--- src/crpe_queue.sv ---
`default_nettype none
// Two-entry queue between the front and the back part.
module crpe_queue #(
    parameter int W = 8
) (
    input  wire logic         aclk,
    input  wire logic         aresetn,
    input  wire logic         in_valid,
    output logic              in_ready,
    input  wire logic [W-1:0] in_data,
    output logic              out_valid,
    input  wire logic         out_ready,
    output logic [W-1:0]      out_data
);
    logic [W-1:0] mem_reg [2];
    logic         wp_reg, rp_reg;
    logic [1:0]   cnt_reg;
    logic         push, pop;

    assign in_ready  = (cnt_reg != 2'd2);
    assign out_valid = (cnt_reg != 2'd0);
    assign out_data  = mem_reg[rp_reg];
    assign push = in_valid && in_ready;
    assign pop  = out_valid && out_ready;

    always_ff @(posedge aclk) begin
        if (push) mem_reg[wp_reg] <= in_data;
        if (!aresetn) begin
            wp_reg <= 1'b0; rp_reg <= 1'b0; cnt_reg <= 2'd0;
        end else begin
            if (push) wp_reg <= ~wp_reg;
            if (pop) rp_reg <= ~rp_reg;
            cnt_reg <= cnt_reg + {1'b0, push} - {1'b0, pop};
        end
    end
endmodule
`default_nettype wire

--- config.mk ---
export PLATFORM = sky130hd
export DESIGN_NAME = crpe_queue
export DESIGN_NICKNAME = d
export VERILOG_FILES = /design/src/crpe_queue.sv
export SDC_FILE = /design/constraint.sdc
export NUM_CORES = 1
export LEC_CHECK = 0
export ABC_CLOCK_PERIOD_IN_PS = 1400
export BUFFER_PORTS_ARGS = -buffer_cell sky130_fd_sc_hd__buf_2
export CAP_MARGIN = 20
export CORE_UTILIZATION = 35
export DETAILED_ROUTE_END_ITERATION = 8
export SLEW_MARGIN = 0
export SYNTH_ARGS = -nofsm -noshare
export SYNTH_HDL_FRONTEND = slang
export SYNTH_SLANG_ARGS = --single-unit
--- constraint.sdc ---
create_clock -name aclk -period 1.4 [get_ports aclk]
set_input_delay 0.07 -clock aclk [delete_from_list [all_inputs] [get_ports aclk]]
set_output_delay 0.07 -clock aclk [all_outputs]
set_load 0.02 [all_outputs]
# Yosys cells after proc, flatten, opt, wreduce, memory -nomap -nowiden
# Memories as Yosys holds them, arrays and structs flattened. A register that Yosys moved wholly into a read port is not among the register bits.
# Cells that the tools add are included.
[totals]
reg_bits = 4
mem_bits_rw = 16
output_inout_bits = 10
word_cells = 16
mem_count = 1
[classes]
n_addsub = 2
n_eq_ne = 1
mux = 4
bitwise = 2
n_reduce_logical = 3
[mem_list]
columns = ["memory", "depth", "width", "read_ports", "rd_ports_with_merged_regs", "wr", "line_no", "rtl"]
rows = [
  ["mem_reg", 2, 8, 1, 1, 1, "15", "logic [W-1:0] mem_reg [2];"],
]
[ops]
columns = ["op", "count"]
rows = [
  ["2-to-1 mux 1 bit", 4],
  ["adder 2 x 1 -> 2 bit", 1],
  ["logical AND 1 bit", 2],
  ["!= test 2 bit, second input constant", 1],
  ["inverter 1 bit", 2],
  ["nonzero test 2 bit", 1],
  ["subtractor 2 x 1 -> 2 bit", 1],
]

# Longest topological paths before layout
[logic_depth]
depth_word = 4
mapped_depth = 8

# Worst setup path before layout
# No wires, ideal clock.
[synth_timing]
path_kind = "flip-flop to flip-flop"
startpoint = "register cnt_reg[0]"
endpoint = "register cnt_reg[1]"
setup_time_ns = 0.115
arrival_ns = 1.594
required_time_ns = 1.285
setup_slack_ns = -0.309
path_stages_with_launch = 9
period_less_slack_ns = 1.709
cell_sequence = "dfxtp_1 -> nand2b_1 -> nand2_1 -> ha_1 -> inv_1 -> ha_1 -> xnor2_1 -> xnor2_1 -> and2_1"
[synth_between]
elab_chain_len = 4
elab_cells_between_ends = 6
classes_between = "2 x add/sub; 1 x eq/ne; 3 x reduce/logical"
[synth_rtl]
columns = ["element", "line_no", "rtl"]
rows = [
  ["start, declared", "17", "logic [1:0] cnt_reg;"],
  ["start signal, assigned", "33", "cnt_reg <= cnt_reg + {1'b0, push} - {1'b0, pop};"],
  ["!= test 2 bit", "20", "assign in_ready = (cnt_reg != 2'd2);"],
  ["via in_ready", "9", "output logic in_ready,"],
  ["logical AND 1 bit", "23", "assign push = in_valid && in_ready;"],
  ["adder 2 x 1 -> 2 bit", "33", ""],
  ["subtractor 2 x 1 -> 2 bit", "33", ""],
]
# The timed path passes the listed nets, and every way through them passes these cells.
# A chain may end at the register's enable or synchronous reset.

# Worst setup path in the final report
[layout_timing]
startpoint = "register cnt_reg[0]"
endpoint = "register cnt_reg[1]"
[layout_between]
elab_chain_len = 4
elab_cells_between_ends = 6
classes_between = "2 x add/sub; 1 x eq/ne; 3 x reduce/logical"
[layout_rtl]
columns = ["element", "line_no"]
rows = [
  ["!= test 2 bit", "20"],
  ["logical AND 1 bit", "23"],
  ["adder 2 x 1 -> 2 bit", "33"],
  ["subtractor 2 x 1 -> 2 bit (*)", "33"],
]
# Mark *: on every way between the ends. The rest lies on a longest branch, timed or not.

==> results by stage <==
Pwr:
- The switching power share of the total is 31.2%.
- The power per cell area is 1660 nW/um^2.
- The power consumption is about 2000 uW.
- The combinational fraction of design power is 40.4%.
- Of the total power, registers draw 45.6%.
- The fraction of power consumed by the clock network is 14.0%.
- For this design the static power due to leakage is 0.000465 uW.
- The internal power of the cells totals 1350 uW.
- The analysis attributes to net switching a power of about 610 uW.
- Across the VDD grid, the largest voltage drop is 1.26 mV.

Finish:
- The diode insertion count for antenna repair is 0.
- In the layout the commonest cells are 21 x sky130_fd_sc_hd__buf_2, 16 x sky130_fd_sc_hd__edfxtp_1, 8 x sky130_fd_sc_hd__mux2_2, 8 x sky130_fd_sc_hd__dlygate4sd3_1, 7 x sky130_fd_sc_hd__buf_4.
- Relative to the synthesized area, the layout overhead comes to 45.8%.
- In the final layout, the share of cells above drive strength 1 is about three fifths.
- Leaving out filler cells and counting taps, the final layout contains 117.
- Leaving out fill and tap cells, the most frequent cell in the layout is sky130_fd_sc_hd__buf_2.
- The number of flip-flops in the largest register is 16.
- The final layout contains approximately 100 nets.

Critical path:
- The largest incremental delay on the critical path is approximately 0.38 ns.
- The maximum net fanout on the critical path is 3.
- The cell with the largest stage delay on the worst path is sky130_fd_sc_hd__dfxtp_2.
- On the critical path the largest part of the delay comes from adder cells.
- Walking the worst path, the cells encountered are nand2b_4 -> nand2_4 -> ha_4 -> inv_2 -> ha_4 -> xnor2_2 -> xnor2_1 -> and2_1.
- The launching element type of the critical path is a register.
- Data on the critical path arrives at its endpoint at 1.69 ns.
- The kind of end point of the critical path is a register.
- The type of the setup path with the least slack is reg2reg.
- The most common cell type on the critical path is sky130_fd_sc_hd__ha_4.
- The sum of buffers and inverters on the critical path is 1.
- The critical path required time is 1.59 ns.

Routing:
- The average wire length per cell after detail routing is 11.8 um.
- The pre-antenna-repair detailed-routing pass consisted of 3 iterations.
- The detailed router's first-iteration violation count is 7.
- Routed signal wires occupy layers up through met4.
- Detailed routing inserted a total of 517 vias.
- Detailed routing placed a total of 671 um of wire on met2.
- After detailed routing, the met3 layer carries 78 um of wire.
- Once detail routing completed, the nets flagged for antenna violations numbered 0.
- In the routed design, unresolved DRC markers number 0.
- The final layout contains routed wiring with a total length of 1.38 mm.
- The wire length on met1 is 600 um.
- The per-cell via count in the routed design is 4.42.

GRT:
- The first global-routing pass estimated about 2.2 mm of wire.
- Global routing consumed, over all layers together, 12.3% of the routing resources.
- The number of global-route vias before repair is 521.
- The number of antenna violations at the first check in global routing is 0.
- The remaining global-route overflow is 0.
- The largest net degree at the start of global routing is 12.

STA:
- The transition time at the pin with the least slew margin is 0.204 ns.
- Headroom to the max-slew limit came out at 86.4%.
- The max-slew violation count is 0.
- Setup repair after global routing could not meet its margin everywhere.
- The final critical-path required period is approximately 1.5 ns.
- On the final layout, the worst clock skew is 0.00106 ns.
- Setup violations remaining at the end of the flow were counted as 1.
- Dividing the final minimum period by the clock period gives 107%.
- The maximum clock rate is approximately 670 MHz.
- The total count of hold-check failures in the final report came to 0.
- The setup slack after layout is -0.0917 ns.

Clock tree:
- For the worst-skew pair, the clock arrives at the later sink with an insertion delay of 0.29 ns.
- The number of sinks handled by clock tree synthesis is 21.
- The count of H-tree levels built during CTS is 1.
- The CTS clock-pin slew for the worst setup and hold paths is 0.11 ns.
- The worst-case clock buffer depth is 2.
- The cell at the root of the clock tree is sky130_fd_sc_hd__clkbuf_4.
- Counting the buffers created by CTS gives 3.
- The clock tree from TritonCTS is yes.

Die:
- The area of the die is about 2500 um^2.
- The region available for standard cell placement spans approximately 2200 um^2.
- The chip width is 50.1 um.
- The count of boundary I/O pins is 22.
- In this run the core area contains 17 standard-cell rows.
- The initial utilization of the core area, before any placement, comes to 37.0%.
- The die span in y is 50.1 um.

Hold path:
- The path class of the lowest-slack min-delay path is in2reg.

Synth:
- The number of nets handed over by synthesis was 63.
- The synthesized cell area is 811 um^2.
- The sequential-to-total area share from yosys stat is 71.6%.
- The total number of yosys warnings is 0.
- The fraction of post-synthesis cell area in the top cell type by area is 59.3%.
- The number of library cell types mapped by synthesis is 16.
- In this run, synthesis produced a sequential element count of 21.
- The count of mapped cells out of synthesis is 49.
- The largest total area in the synthesized netlist belongs to sky130_fd_sc_hd__edfxtp_1.
- By area the synthesized netlist is led by sky130_fd_sc_hd__edfxtp_1 59%, sky130_fd_sc_hd__dfxtp_1 12%, sky130_fd_sc_hd__mux2_2 11%.
- The post-synthesis average cell area is 16.5 um^2.

Placement:
- At the end of routability-driven placement, the weighted congestion stood at a little over 0.6.
- The detailed-placement wirelength estimate is 952 um.
- After detailed placement, the design holds a cell count of 103.
- The count of input and output buffers is 21.

Run status:
- The final reports fail on setup timing.
- The run finished, with violations left.

Run:
- The number of max-cap violations is 0.
path summary, 6_finish.rpt:
check        depth (start not counted)       start  slack, ns    endpoint
max                                  8  cnt_reg[0]      -0.09  cnt_reg[1]
min                                  2     aresetn       0.06  cnt_reg[1]
max reg2reg                          8  cnt_reg[0]      -0.09  cnt_reg[1]
min reg2reg                          2      wp_reg       0.50      wp_reg
routing by layer:
| layer | vias to the layer above | global-route usage (%) |
|---|---|---|
| li1 | 255 | - |
| met1 | 240 | 14.9 |
| met2 | 18 | 19.8 |
| met3 | 4 | 3.03 |
| met4 | 0 | 7.14 |
| met5 | - | 0 |
repair_timing:
item / in CTS / in global routing
hold buffers: 8 / 0
hold endpoints to repair: 16 / 0
pin swaps: 0 / 4
setup buffers: 0 / 2
setup endpoints to repair: 9 / 12
gates resized for setup: 3 / 5
power groups by stage:
| stage | sequential (uW) | clock, uW | combinational [uW] |
|---|---|---|---|
| after global placement | 883 | 0 | 703 |
| after global routing | 913 | 305 | 882 |
| final | 894 | 275 | 792 |
| after floorplan | 856 | 0 | 509 |
| after CTS | 889 | 284 | 747 |
| after detailed placement | 892 | 0 | 718 |
cell usage after synthesis:
cell type,count
sky130_fd_sc_hd__inv_1,1
sky130_fd_sc_hd__buf_2,1
sky130_fd_sc_hd__nor2_1,1
sky130_fd_sc_hd__dfxtp_1,5
sky130_fd_sc_hd__and2_1,2
sky130_fd_sc_hd__xnor2_1,3
sky130_fd_sc_hd__ha_1,2
sky130_fd_sc_hd__o21a_2,1
sky130_fd_sc_hd__nor2b_1,2
sky130_fd_sc_hd__nand2_1,2
sky130_fd_sc_hd__mux2_2,8
sky130_fd_sc_hd__and3_1,1
sky130_fd_sc_hd__nand2b_1,2
sky130_fd_sc_hd__edfxtp_1,16
sky130_fd_sc_hd__or2_2,1
sky130_fd_sc_hd__mux2i_1,1
area by class of cell:
cell class / instances / area (um^2)
repair buffers: 37 / 249
flip-flops and latches: 21 / 589
fillers: 188 / 1010
well taps: 28 / 35.0
multi-input cells: 26 / 279
clock buffers: 4 / 26.3
inverters: 1 / 3.75
per-stage QoR:
step	TNS [ns]	instance area, um^2	utilization, %	hold slack, ns	setup slack (ns)
2_1_floorplan	-0.0892	851	-	0.169	-0.0892
3_3_place_gp	-0.0663	1030	47.1	0.259	-0.0663
3_5_place_dp	-0.102	1030	47.1	0.264	-0.102
4_1_cts	-0.109	1150	52.4	0.0600	-0.109
5_1_grt	-0.213	1180	54.0	0.0586	-0.168
6_report	-0.0917	1180	54.0	0.0626	-0.0917
cell families (layout without fill, tap and decap cells):
family / Yosys count / in the layout / synth area share [%]
AOI/OAI and AO/OA: 1 / 1 / 1.08
buffers and inverters: 2 / 42 / 1.08
muxes: 9 / 9 / 12.3
DFF: 21 / 21 / 71.6
and+or+nand+nor: 11 / 11 / 7.56
adders and majority gates: 2 / 2 / 3.09
xor gates and xnor gates: 3 / 3 / 3.24
No activity file was read; power rests on OpenSTA's default activity.
