===== config.mk =====
export PLATFORM = sky130hd
export DESIGN_NAME = crpe_front
export DESIGN_NICKNAME = d
export VERILOG_FILES = /design/src/crpe_pkg.sv /design/src/crpe_front.sv
export SDC_FILE = /design/constraint.sdc
export NUM_CORES = 1
export LEC_CHECK = 0
export ABC_CLOCK_PERIOD_IN_PS = 31500
export BUFFER_PORTS_ARGS = -buffer_cell sky130_fd_sc_hd__buf_2
export CAP_MARGIN = 20
export CORE_MARGIN = 4
export CORE_UTILIZATION = 55
export DETAILED_ROUTE_END_ITERATION = 6
export GPL_ROUTABILITY_DRIVEN = 0
export PLACE_DENSITY = 0.88
export SYNTH_ARGS = -nofsm -noshare
export SYNTH_HDL_FRONTEND = slang
export SYNTH_SLANG_ARGS = --single-unit

===== constraint.sdc =====
create_clock -name vclk -period 31.5
set_clock_uncertainty 0.1 [all_clocks]
set_input_delay 6.3 -clock vclk [all_inputs]
set_output_delay 6.3 -clock vclk [all_outputs]
set_load 0.005 [all_outputs]

===== src/crpe_pkg.sv =====
`default_nettype none
package crpe_pkg;

    localparam int MaxPointsDefault = 64;
    localparam int TFracBitsDefault = 16;
    localparam int CoordW = 32;
    localparam int CfgAddrW = 3;

    localparam logic CmdLoad = 1'b0;
    localparam logic CmdEval = 1'b1;

    localparam logic [CfgAddrW-1:0] RegNumPoints = 3'd0;
    localparam logic [6:0] NumPointsReset = 7'd4;

endpackage
`default_nettype wire


===== src/crpe_front.sv =====
`default_nettype none
// Front part: clamps the point count and t, splits t into a segment and a
// fraction, and packs loads and evaluations alike into queue words so that the
// back part sees them in their original order.
module crpe_front #(
    parameter int MAX_POINTS  = crpe_pkg::MaxPointsDefault,
    parameter int T_FRAC_BITS = crpe_pkg::TFracBitsDefault,
    parameter int IDX_W       = $clog2(MAX_POINTS)
) (
    input  wire logic                   in_valid,
    output logic                        in_ready,
    input  wire logic                   in_cmd,
    input  wire logic [5:0]             in_index,
    input  wire logic [95:0]            in_coords,
    input  wire logic [T_FRAC_BITS:0]   in_t,
    input  wire logic [6:0]             num_points,
    // Classified word towards the queue: i0, i1, i2, i3, u, eval flag,
    // load flag, load slot, load coordinates from the lowest bit up.
    output logic                        q_valid,
    input  wire logic                   q_ready,
    output logic [5*IDX_W+T_FRAC_BITS+98:0] q_data
);
    localparam int NW = $clog2(MAX_POINTS + 1);
    localparam int SW = T_FRAC_BITS + 1 + NW;

    logic [NW-1:0]          n_c;
    logic [T_FRAC_BITS:0]   t_c;
    logic [SW-1:0]          s_c;
    logic [NW-1:0]          seg_c;
    logic [T_FRAC_BITS:0]   u_c;
    logic [IDX_W-1:0]       i0, i1, i2, i3;
    logic [6:0]             n7;
    logic                   ld_c, ev_c;

    assign in_ready = q_ready;
    // A load aimed beyond the table travels as an empty word.
    assign ld_c = (in_cmd == crpe_pkg::CmdLoad) && ({26'd0, in_index} < MAX_POINTS);
    assign ev_c = (in_cmd == crpe_pkg::CmdEval);

    always_comb begin
        // Point count clamp.
        n7 = num_points;
        if (n7 < 7'd4) n7 = 7'd4;
        if (32'(n7) > MAX_POINTS) n_c = NW'(MAX_POINTS);
        else n_c = NW'(n7);
        // Parameter clamp and split.
        t_c = in_t;
        if (t_c > (T_FRAC_BITS+1)'(1) << T_FRAC_BITS)
            t_c = (T_FRAC_BITS+1)'(1) << T_FRAC_BITS;
        s_c   = SW'(t_c) * SW'(n_c - NW'(1));
        seg_c = NW'(s_c >> T_FRAC_BITS);
        u_c   = {1'b0, s_c[T_FRAC_BITS-1:0]};
        if (seg_c > n_c - NW'(2)) begin
            seg_c = n_c - NW'(2);
            u_c   = (T_FRAC_BITS+1)'(1) << T_FRAC_BITS;
        end
        i1 = IDX_W'(seg_c);
        i2 = IDX_W'(seg_c + NW'(1));
        i0 = (seg_c == '0) ? '0 : IDX_W'(seg_c - NW'(1));
        i3 = (seg_c + NW'(2) >= n_c) ? i2 : IDX_W'(seg_c + NW'(2));
    end

    assign q_valid = in_valid;
    assign q_data  = {in_coords, IDX_W'(in_index), ld_c, ev_c, u_c, i3, i2, i1, i0};
endmodule
`default_nettype wire


Yosys cells after proc, flatten, opt, wreduce, memory -nomap -nowiden
Index checks and enable logic that the tools add are counted.

operators by class
  divide/modulo/power cells = 0
  mux-type cells = 7
  $lt $le $gt $ge = 5
  add/sub/neg operators = 5
  $mul = 1
  bitwise operators = 1
  reduce and logical (&&, ||, !) cells = 1
  shift-type cells = 0
  equality and inequality tests = 0

operator list
  cell                  count
  $mux 17               2
  $mul 18x8->23         1
  $mux 7                3
  $gt 17x17->1 const B  1
  $mux 6                2
  $sub 7x1->8 const B   1
  $add 7x2->7 const B   1
  $ge 7x7->1            1
  $gt 7x7->1            1
  $gt 7x7->1 const B    1
  $logic_not 7->1       1
  $lt 7x3->1 const B    1
  $sub 7x2->7 const B   1
  $add 6x1->6 const B   1
  $sub 6x1->6 const B   1
  $not 1->1             1

word-level totals
  memory bits (read-only) = 0
  memory bits (writable) = 0
  bits in latches = 0
  output and inout bits = 147
  memories = 0
  register bits after elaboration = 0
  input port bits = 129

Logic depth before layout (Yosys ltp)
Gate-level depths: netlist of run 1.

  depth after elaboration = 11
  gate-level depth with buffers = 44
  gate-level depth less buffers = 42

Least setup slack after synthesis of run 1
OpenSTA, ideal clock, no wires.

  kind = input-to-output
  from = input num_points[2]
  to = output q_data[20]
  required time = 25.100 ns
  path slack = 9.242 ns
  data arrival time = 15.858 ns
  cell stages on the path = 36
  path through = or4_4 > and2_2 > nand2_1 > ha_1 > inv_1 > a41oi_4 > a21oi_1 > a21oi_1 > clkbuf_1 > nor2_1 > fa_1 > fa_1 > fa_1 > inv_1 > fa_1 > inv_1 > ha_1 > a21o_1 > a21oi_1 > o21a_1 > a211oi_1 > or4_1 > and2_2 > ha_1 > nor4_1 > a21oi_1 > nand2_1 > clkbuf_1 > mux2i_1 > clkbuf_1 > nand4_1 > xor2_1 > ha_1 > nand2_1 > o31ai_1 > mux2_2

between the ends
  longest elaborated chain between the ends = 11

ends and longest elaborated chain
  what             line              source
  start, declared  crpe_front.sv:16  input wire logic [6:0] num_points,
  $lt 7x3->1       crpe_front.sv:43  if (n7 < 7'd4) n7 = 7'd4;
  $mux 7 (*)       crpe_front.sv:43
  $gt 7x7->1       crpe_front.sv:44  if (32'(n7) > MAX_POINTS) n_c = NW'(MAX_POINTS);
  $mux 7 (*)       crpe_front.sv:44
  $sub 7x1->8      crpe_front.sv:50  s_c = SW'(t_c) * SW'(n_c - NW'(1));
  $mul 18x8->23    crpe_front.sv:50
  $gt 7x7->1       crpe_front.sv:53  if (seg_c > n_c - NW'(2)) begin
  $mux 7 (*)       crpe_front.sv:53
  net q_data[10]   crpe_front.sv:21  output logic [5*IDX_W+T_FRAC_BITS+98:0] q_data
  $add 7x2->7 (*)  crpe_front.sv:60  i3 = (seg_c + NW'(2) >= n_c) ? i2 : IDX_W'(seg_c + NW'(2));
  $ge 7x7->1 (*)   crpe_front.sv:60
  $mux 6 (*)       crpe_front.sv:60
  end, declared    crpe_front.sv:21

Mark *: on every way through the listed nets, which the timed path passes. The rest lies on a longest branch.

Worst setup path in the final report of run 1
  from = input num_points[2]
  to = output q_data[21]

between the ends
  longest elaborated chain between the ends = 11

ends and longest elaborated chain
  what           line
  $lt 7x3->1     crpe_front.sv:43
  $mux 7 (*)     crpe_front.sv:43
  $gt 7x7->1     crpe_front.sv:44
  $mux 7 (*)     crpe_front.sv:44
  $sub 7x1->8    crpe_front.sv:50
  $mul 18x8->23  crpe_front.sv:50
  $gt 7x7->1     crpe_front.sv:53
  $mux 7         crpe_front.sv:53
  $add 7x2->7    crpe_front.sv:60
  $ge 7x7->1     crpe_front.sv:60
  $mux 6 (*)     crpe_front.sv:60

Every way passes the cells marked *; elsewhere a longest branch is shown, timed or not.

==> summary.md, run 1 <==
| Metric | Value |
|---|---|
| Avg WL per Cell | 16.2 µm |
| Peak VDD IR | 0.000146 V |
| Unique cell type count in the Yosys netlist | 49 |
| I/O pin count | 276 |
| Xor and xnor area share after synthesis | 0.0488 |
| Fmax | 41.8 MHz |
| Combinational share of power | 1.000 |
| Post-Syn Nets | 1129 |
| I/O Buffers | 68 |
| Buf/Inv on CP | 9 |
| CTS resizes | 0 |
| Max cap viols | 0 |
| Fin Setup TNS | 0 ns |
| Fin. max-slew vios | 0 |
| Area delta synth->final | -5.10% |
| Type of the most critical hold path | input port to primary output |
| # setup viols final | 0 |
| CP Class | input port to primary output |
| Kind of end point of the critical path | primary output |
| Routed Antenna Nets | 0 |
| Initial core utilization | 0.563 |
| Compound-Gate Fraction of Synth Area | 0.0961 |
| WP data arrival | 17.50 ns |
| GR Overflow Total | 0 |
| Hold buffer count at cts | 0 |
| Share of cells above drive strength 1 | 0.109 |
| Crit path time final | 23.90 ns |
| Worst endpoint required time | 25.10 ns |
| Post-synthesis mux area share | 0.00814 |
| Yosys top cell area share | 0.282 |
| Cell Area, Synth | 6460 µm² |
| Die X | 116 µm |
| Syn Inst Count | 836 |
| Final worst path period share | 0.759 |
| Seq/Total Area, Yosys | 0 |
| Vias in the first global route | 5594 |
| Status | completed |
| Seq cells | 0 |
| Sw power | 0.275 mW |
| Cell family with most CP delay | simple AND/OR/NAND/NOR gates |
| Critical hold path startpoint | q_ready |
| Area of the multi-input gates | 5070 µm² |
| Final hold vios | 0 |
| GRT Total Usage | 0.229 |
| Area contributors post-synth | fa_1, ha_1, buf_4, inv_1, nor2_1 |
| Clock buffer count | 0 |
| CP Max Fanout | 13 |
| Startpoint class of the critical path | input port |
| Row cnt | 39 |
| Synth Area in Simple Gates | 0.208 |
| Adder-cell share of the synthesized area | 0.424 |
| Sequential share of power | 0 |
| Crit path top cell by count | inv_1 |
| Max_slew headroom | 0.310 |
| Initial antenna violation count | 0 |
| Clock Power Share | 0 |
| Hold slack final | 12.50 ns |
| Leakage | 3.27 nW |
| Leading area contributor after synthesis | fa_1 |
| Max incr delay on CP | 0.87 ns |
| Vias per inst | 5.77 |
| Initial DRC Count | 327 |
| First-pass iteration count of the detailed router | 5 |
| DP HPWL | 12.9 mm |
| Die H | 116 µm |
| Ys Warns | 0 |
| Core ar. | 11500 µm² |
| Worst-margin pin slew | 1.03 ns |
| Avg Inst Size Synth | 7.72 µm² |
| DRC violations left | 0 |
| Sw Ratio | 0.568 |
| Via count | 5340 |
| Sequential cell area | 0 µm² |
| Post-Route WL | 15.0 mm |
| Antenna cells | 0 |
| Global-route wire length before repair | 25.3 mm |
| Setup bufs post-CTS | 0 |
| DIE AREA | 13500 µm² |
| Crit. Startpoint | num_points[2] |
| Slowest stage cell on the critical path | o31ai_1 |
| Largest family of logic cells by synthesized area | adder cells |
| Fin nets | 1077 |
| FILL cells | 1048 |
| RSZ-0062 raised after global routing | no |
| Largest net degree at the start of global routing | 31 |
| Internal power | 0.209 mW |
| Power Density | 79.0 nW/µm² |
## Yosys cell counts (2+ instances only)
library cell and number:
xnor2_1 27, nand4_1 6, a21o_1 9, o21a_1 8, o21ai_0 21, nor3_1 13
nor2b_1 8, and3_1 18, ha_1 73, inv_1 136, clkbuf_1 18, buf_4 106
a31oi_1 2, nand2_1 70, or2_2 6, a211oi_1 8, o31ai_1 5, o2bb2ai_1 3
a21oi_1 25, nand3_1 7, nor4_1 6, and4_1 2, mux2_2 2, or3_1 3
clkinv_1 2, xor2_1 9, and2_2 2, mux2i_1 3, nand2b_1 10, fa_1 91
and2_1 41, nor2_1 79
## metal layers
metal,track usage,up-vias,part of all wire
met5,0,-,0
met3,0.0534,80,0.11
met2,0.389,326,0.47
met4,0.121,0,0.059
li1,-,2426,-
met1,0.270,2508,0.36
## path summary, 6_finish.rpt
| path | endpoint | slack [ns] | depth (start not counted) |
|---|---|---|---|
| worst min-delay path | in_ready | 12.50 | 0 |
| worst max-delay path | q_data[21] | 7.60 | 41 |
## metrics by stage
step,power [mW],cell area [µm²],util,instances,setup WS (ns)
finish,0.484,6130,0.534,925,7.60
global route,0.549,6130,0.534,925,6.93
CTS,0.485,6130,0.534,925,7.71
detailed placement,0.482,6130,0.534,925,7.80
global placement,0.468,6130,0.534,925,8.17
floorplan,0.338,6460,-,836,9.24
## layout make-up
type               instances  share of cell area
multi-input cells        573               0.828
inverters                139              0.0851
well taps                143              0.0292
repair buffers            70              0.0580
## cell usage in the layout (no fill, tap or decap), drive strengths merged, types with 2 or more instances in the layout
cell / netlist / layout
o21ai: 21 / 21
and3: 18 / 18
a31oi: 3 / 3
nand4: 6 / 6
nand2b: 10 / 10
a21oi: 25 / 25
a21o: 9 / 9
fa: 91 / 91
mux2: 2 / 2
o31ai: 5 / 5
nor2: 79 / 79
o2bb2ai: 3 / 3
nor4: 7 / 7
a211oi: 8 / 8
or4: 2 / 2
nand2: 70 / 70
or2: 6 / 6
nor2b: 8 / 8
nand3: 7 / 7
clkinv: 2 / 2
and2: 43 / 43
or3: 3 / 3
mux2i: 3 / 3
and4: 2 / 2
xnor2: 27 / 27
nor3: 13 / 13
o21a: 8 / 8
xor2: 9 / 9
inv: 137 / 137
buf: 106 / 70
ha: 73 / 73
## cell families (layout without fill, tap and decap cells)
kind of cell | count (synthesis) | count (layout)
simple gates | 274 | 274
buf+inv | 263 | 209
fa+ha+maj | 164 | 164
compound gates | 93 | 93
xor+xnor | 36 | 36
mux | 5 | 5
other cells | 1 | 1
## power groups by stage
stage / registers (mW) / logic [mW] / clock network, mW
finish: 0 / 0.484 / 0
floorplan: 0 / 0.338 / 0
CTS: 0 / 0.485 / 0
global route: 0 / 0.549 / 0
global placement: 0 / 0.468 / 0
detailed placement: 0 / 0.482 / 0
No activity file was read; power rests on OpenSTA's default activity.
==> run 2, diff against run 1 <==
--- a/config.mk
+++ b/config.mk
@@ -5,14 +5,15 @@
 export SDC_FILE = /design/constraint.sdc
 export NUM_CORES = 1
 export LEC_CHECK = 0
-export ABC_CLOCK_PERIOD_IN_PS = 31500
+export ABC_AREA = 1
+export ABC_CLOCK_PERIOD_IN_PS = 23100
 export BUFFER_PORTS_ARGS = -buffer_cell sky130_fd_sc_hd__buf_2
 export CAP_MARGIN = 20
 export CORE_MARGIN = 4
-export CORE_UTILIZATION = 55
+export CORE_UTILIZATION = 52
 export DETAILED_ROUTE_END_ITERATION = 6
 export GPL_ROUTABILITY_DRIVEN = 0
-export PLACE_DENSITY = 0.88
+export PLACE_DENSITY = 0.83
 export SYNTH_ARGS = -nofsm -noshare
 export SYNTH_HDL_FRONTEND = slang
 export SYNTH_SLANG_ARGS = --single-unit
==> constraint.sdc (replaced) <==
create_clock -name vclk -period 23.1
set_clock_uncertainty 0.1 [all_clocks]
set_input_delay 4.62 -clock vclk [all_inputs]
set_output_delay 4.62 -clock vclk [all_outputs]
set_load 0.005 [all_outputs]
==> run 2 against run 1 <==
Compared with the run above:
- power is 37% higher
- sequential share of layout area did not move
- critical path depth grew 10
- synthesized area rose by 5.1%
- cell count is 24% higher
- final area grew 5.6%
- worst hold slack worse by 3.4 ns
- global-route usage down 1.0 points
- first-iteration DRC count grew 21%
- core utilization is 2.6 points lower
- die area grew 10%
- routed wire length grew 7.6%
- critical endpoint is now q_data[23]
==> summary.md, run 2 <==
| Metric | Value |
|---|---|
| Core ar. | 12700 µm² (was 11500 µm²) |
| CTS resizes | 0 (unchanged) |
| Most frequent cells in the layout | inv_1, nand2_1, nor2_1 (was inv_1, fa_1, nor2_1) |
| Startpoint class of the critical path | input port (unchanged) |
| Design area | 6470 µm² (was 6130 µm²) |
| # setup viols final | 0 (unchanged) |
| Max_slew headroom | 0.440 (was 0.310) |
| Routed Antenna Nets | 0 (unchanged) |
| I/O pin count | 276 (unchanged) |
| Cell family with most CP delay | simple AND/OR/NAND/NOR gates (unchanged) |
| Crit path depth | 51 (was 41) |
| GRT Total Usage | 0.219 (was 0.229) |
| Fin. max-slew vios | 0 (unchanged) |
| Initial antenna violation count | 0 (unchanged) |
| Via count | 5924 (was 5340) |
| RSZ-0062 raised after global routing | no (unchanged) |
| Final worst path period share | 0.832 |
| DIE AREA | 14900 µm² (was 13500 µm²) |
| Setup bufs post-CTS | 0 (unchanged) |
| Avg WL per Cell | 14.1 µm (was 16.2 µm) |
| Row cnt | 41 (was 39) |
| Leading area contributor after synthesis | fa_1 (unchanged) |
| Post-Route WL | 16.2 mm (was 15.0 mm) |
| Ys Warns | 0 (unchanged) |
| Die H | 122 µm (was 116 µm) |
| Seq cells | 0 (unchanged) |
| Max incr delay on CP | 0.65 ns (was 0.87 ns) |
| Largest net degree at the start of global routing | 21 (was 31) |
| Leakage | 3.86 nW (was 3.27 nW) |
| Placed cell area | 6470 µm² (was 6130 µm²) |
| Avg Inst Size Synth | 6.61 µm² (was 7.72 µm²) |
| Initial core utilization | 0.533 (was 0.563) |
| Buf/Inv on CP | 9 (unchanged) |
| Pre-CTS WS | 3.98 ns (was 7.80 ns) |
| Worst-margin pin slew | 0.839 ns (was 1.03 ns) |
| CP Max Fanout | 20 (was 13) |
| CP Class | input port to primary output (unchanged) |
| Commonest non-fill, non-tap cell in the layout | inv_1 (unchanged) |
| Crit path top cell by count | nand2_1 (was inv_1) |
| Fin cells | 1146 (was 925) |
| Share of cells above drive strength 1 | 0.116 (was 0.109) |
| DRC violations left | 0 (unchanged) |
| Fin Setup TNS | 0 ns (unchanged) |
| Post-route worst setup slack | 3.88 ns (was 7.60 ns) |
| Area contributors post-synth | fa_1, ha_1, inv_1, buf_4, nand2_1 (was fa_1, ha_1, buf_4, inv_1, nor2_1) |
| Die X | 122 µm (was 116 µm) |
| Fmax | 52.0 MHz |
| Hold path cells | 0 (unchanged) |
| Post-Syn Nets | 1319 (was 1129) |
| GR Overflow Total | 0 (unchanged) |
| Slowest stage cell on the critical path | nor2_2 (was o31ai_1) |
| Type of the most critical hold path | input port to primary output (unchanged) |
| Critical hold path startpoint | q_ready (unchanged) |
| Kind of end point of the critical path | primary output (unchanged) |
| Hold buffer count at cts | 0 (unchanged) |
| Clock buffer count | 0 (unchanged) |
| Most frequent cell after synthesis | inv_1 (unchanged) |
| Final Util | 0.509 (was 0.534) |
| Sequential cell area | 0 µm² (unchanged) |
| Global-route wire length before repair | 26.7 mm (was 25.3 mm) |
| Status | completed (unchanged) |
| Cell Area, Synth | 6790 µm² (was 6460 µm²) |
| Area delta synth->final | -4.61% (was -5.10%) |
| Unique cell type count in the Yosys netlist | 37 (was 49) |
| Seq/Total Area, Yosys | 0 (unchanged) |
| DP HPWL | 13.9 mm (was 12.9 mm) |
| Total power draw | 0.663 mW (was 0.484 mW) |
| Vias in the first global route | 5826 (was 5594) |
| First-pass iteration count of the detailed router | 5 (unchanged) |
| Fin nets | 1269 (was 1077) |
| WP data arrival | 14.50 ns (was 17.50 ns) |
| Vias per inst | 5.17 (was 5.77) |
| I/O Buffers | 68 (unchanged) |
| Peak VDD IR | 0.0000574 V (was 0.000146 V) |
| Top cell types by occurrence after synthesis | inv_1, nand2_1, nor2_1, buf_4, fa_1 (was inv_1, buf_4, fa_1, nor2_1, ha_1) |
| Initial DRC Count | 397 (was 327) |
| Crit. Startpoint | num_points[6] (was num_points[2]) |
| Antenna cells | 0 (unchanged) |
| Syn Inst Count | 1026 (was 836) |
| Worst setup path end | q_data[23] (was q_data[21]) |
| # placed instances | 1146 (was 925) |
| Max cap viols | 0 (unchanged) |
| Yosys top cell area share | 0.268 (was 0.282) |
| Crit path time final | 19.22 ns |
| Power Density | 102 nW/µm² (was 79.0 nW/µm²) |
| Hold slack final | 9.14 ns (was 12.50 ns) |
| Worst endpoint required time | 18.38 ns (was 25.10 ns) |
| Final hold vios | 0 (unchanged) |
-- run 2: changes by cell type in the layout (fill, tap and decap cells not counted), sizes merged, moves of 22 or more --
cell,change
nand3,+42
xnor2,-22
and2,-38
nor2,+77
inv,+95
nand2,+144
-- run 2: power breakdown --
part	internal, mW	switching, mW	leakage (nW)
combinational	0.255	0.408	3.86
clock	0	0	0
sequential	0	0	0
-- run 2: worst min path at each step --
stage,endpoint,slack [ns]
after floorplan,in_ready,9.22
after global placement,q_data[101],9.14
after detailed placement,q_data[101],9.14
after CTS,q_data[101],9.14
after global routing,in_ready,9.14
final,in_ready,9.14
-- run 2: logic make-up after synthesis --
family	Yosys count	synth area share
buffers and inverters	352	0.256
XOR/XNOR	12	0.0166
other	1	0.000553
AO/OA/AOI/OAI	52	0.0402
AND/OR/NAND/NOR	445	0.283
adder cells (fa/ha/maj)	164	0.403
-- run 2: cell type report --
| type | count | area [µm²] |
|---|---|---|
| Fill cell | 1259 | 6250 |
| Inverter | 232 | 871 |
| Multi-Input combinational cell | 674 | 5050 |
| Tap cell | 172 | 215 |
| Timing Repair Buffer | 68 | 340 |
-- run 2: per-layer routing --
layer  part of all wire  vias up  global-route usage
li1                   -     2832                   -
met1               0.40     2777               0.283
met2               0.48      263               0.376
met3              0.080       52              0.0249
met4              0.042        0              0.0847
met5                  0        -                   0
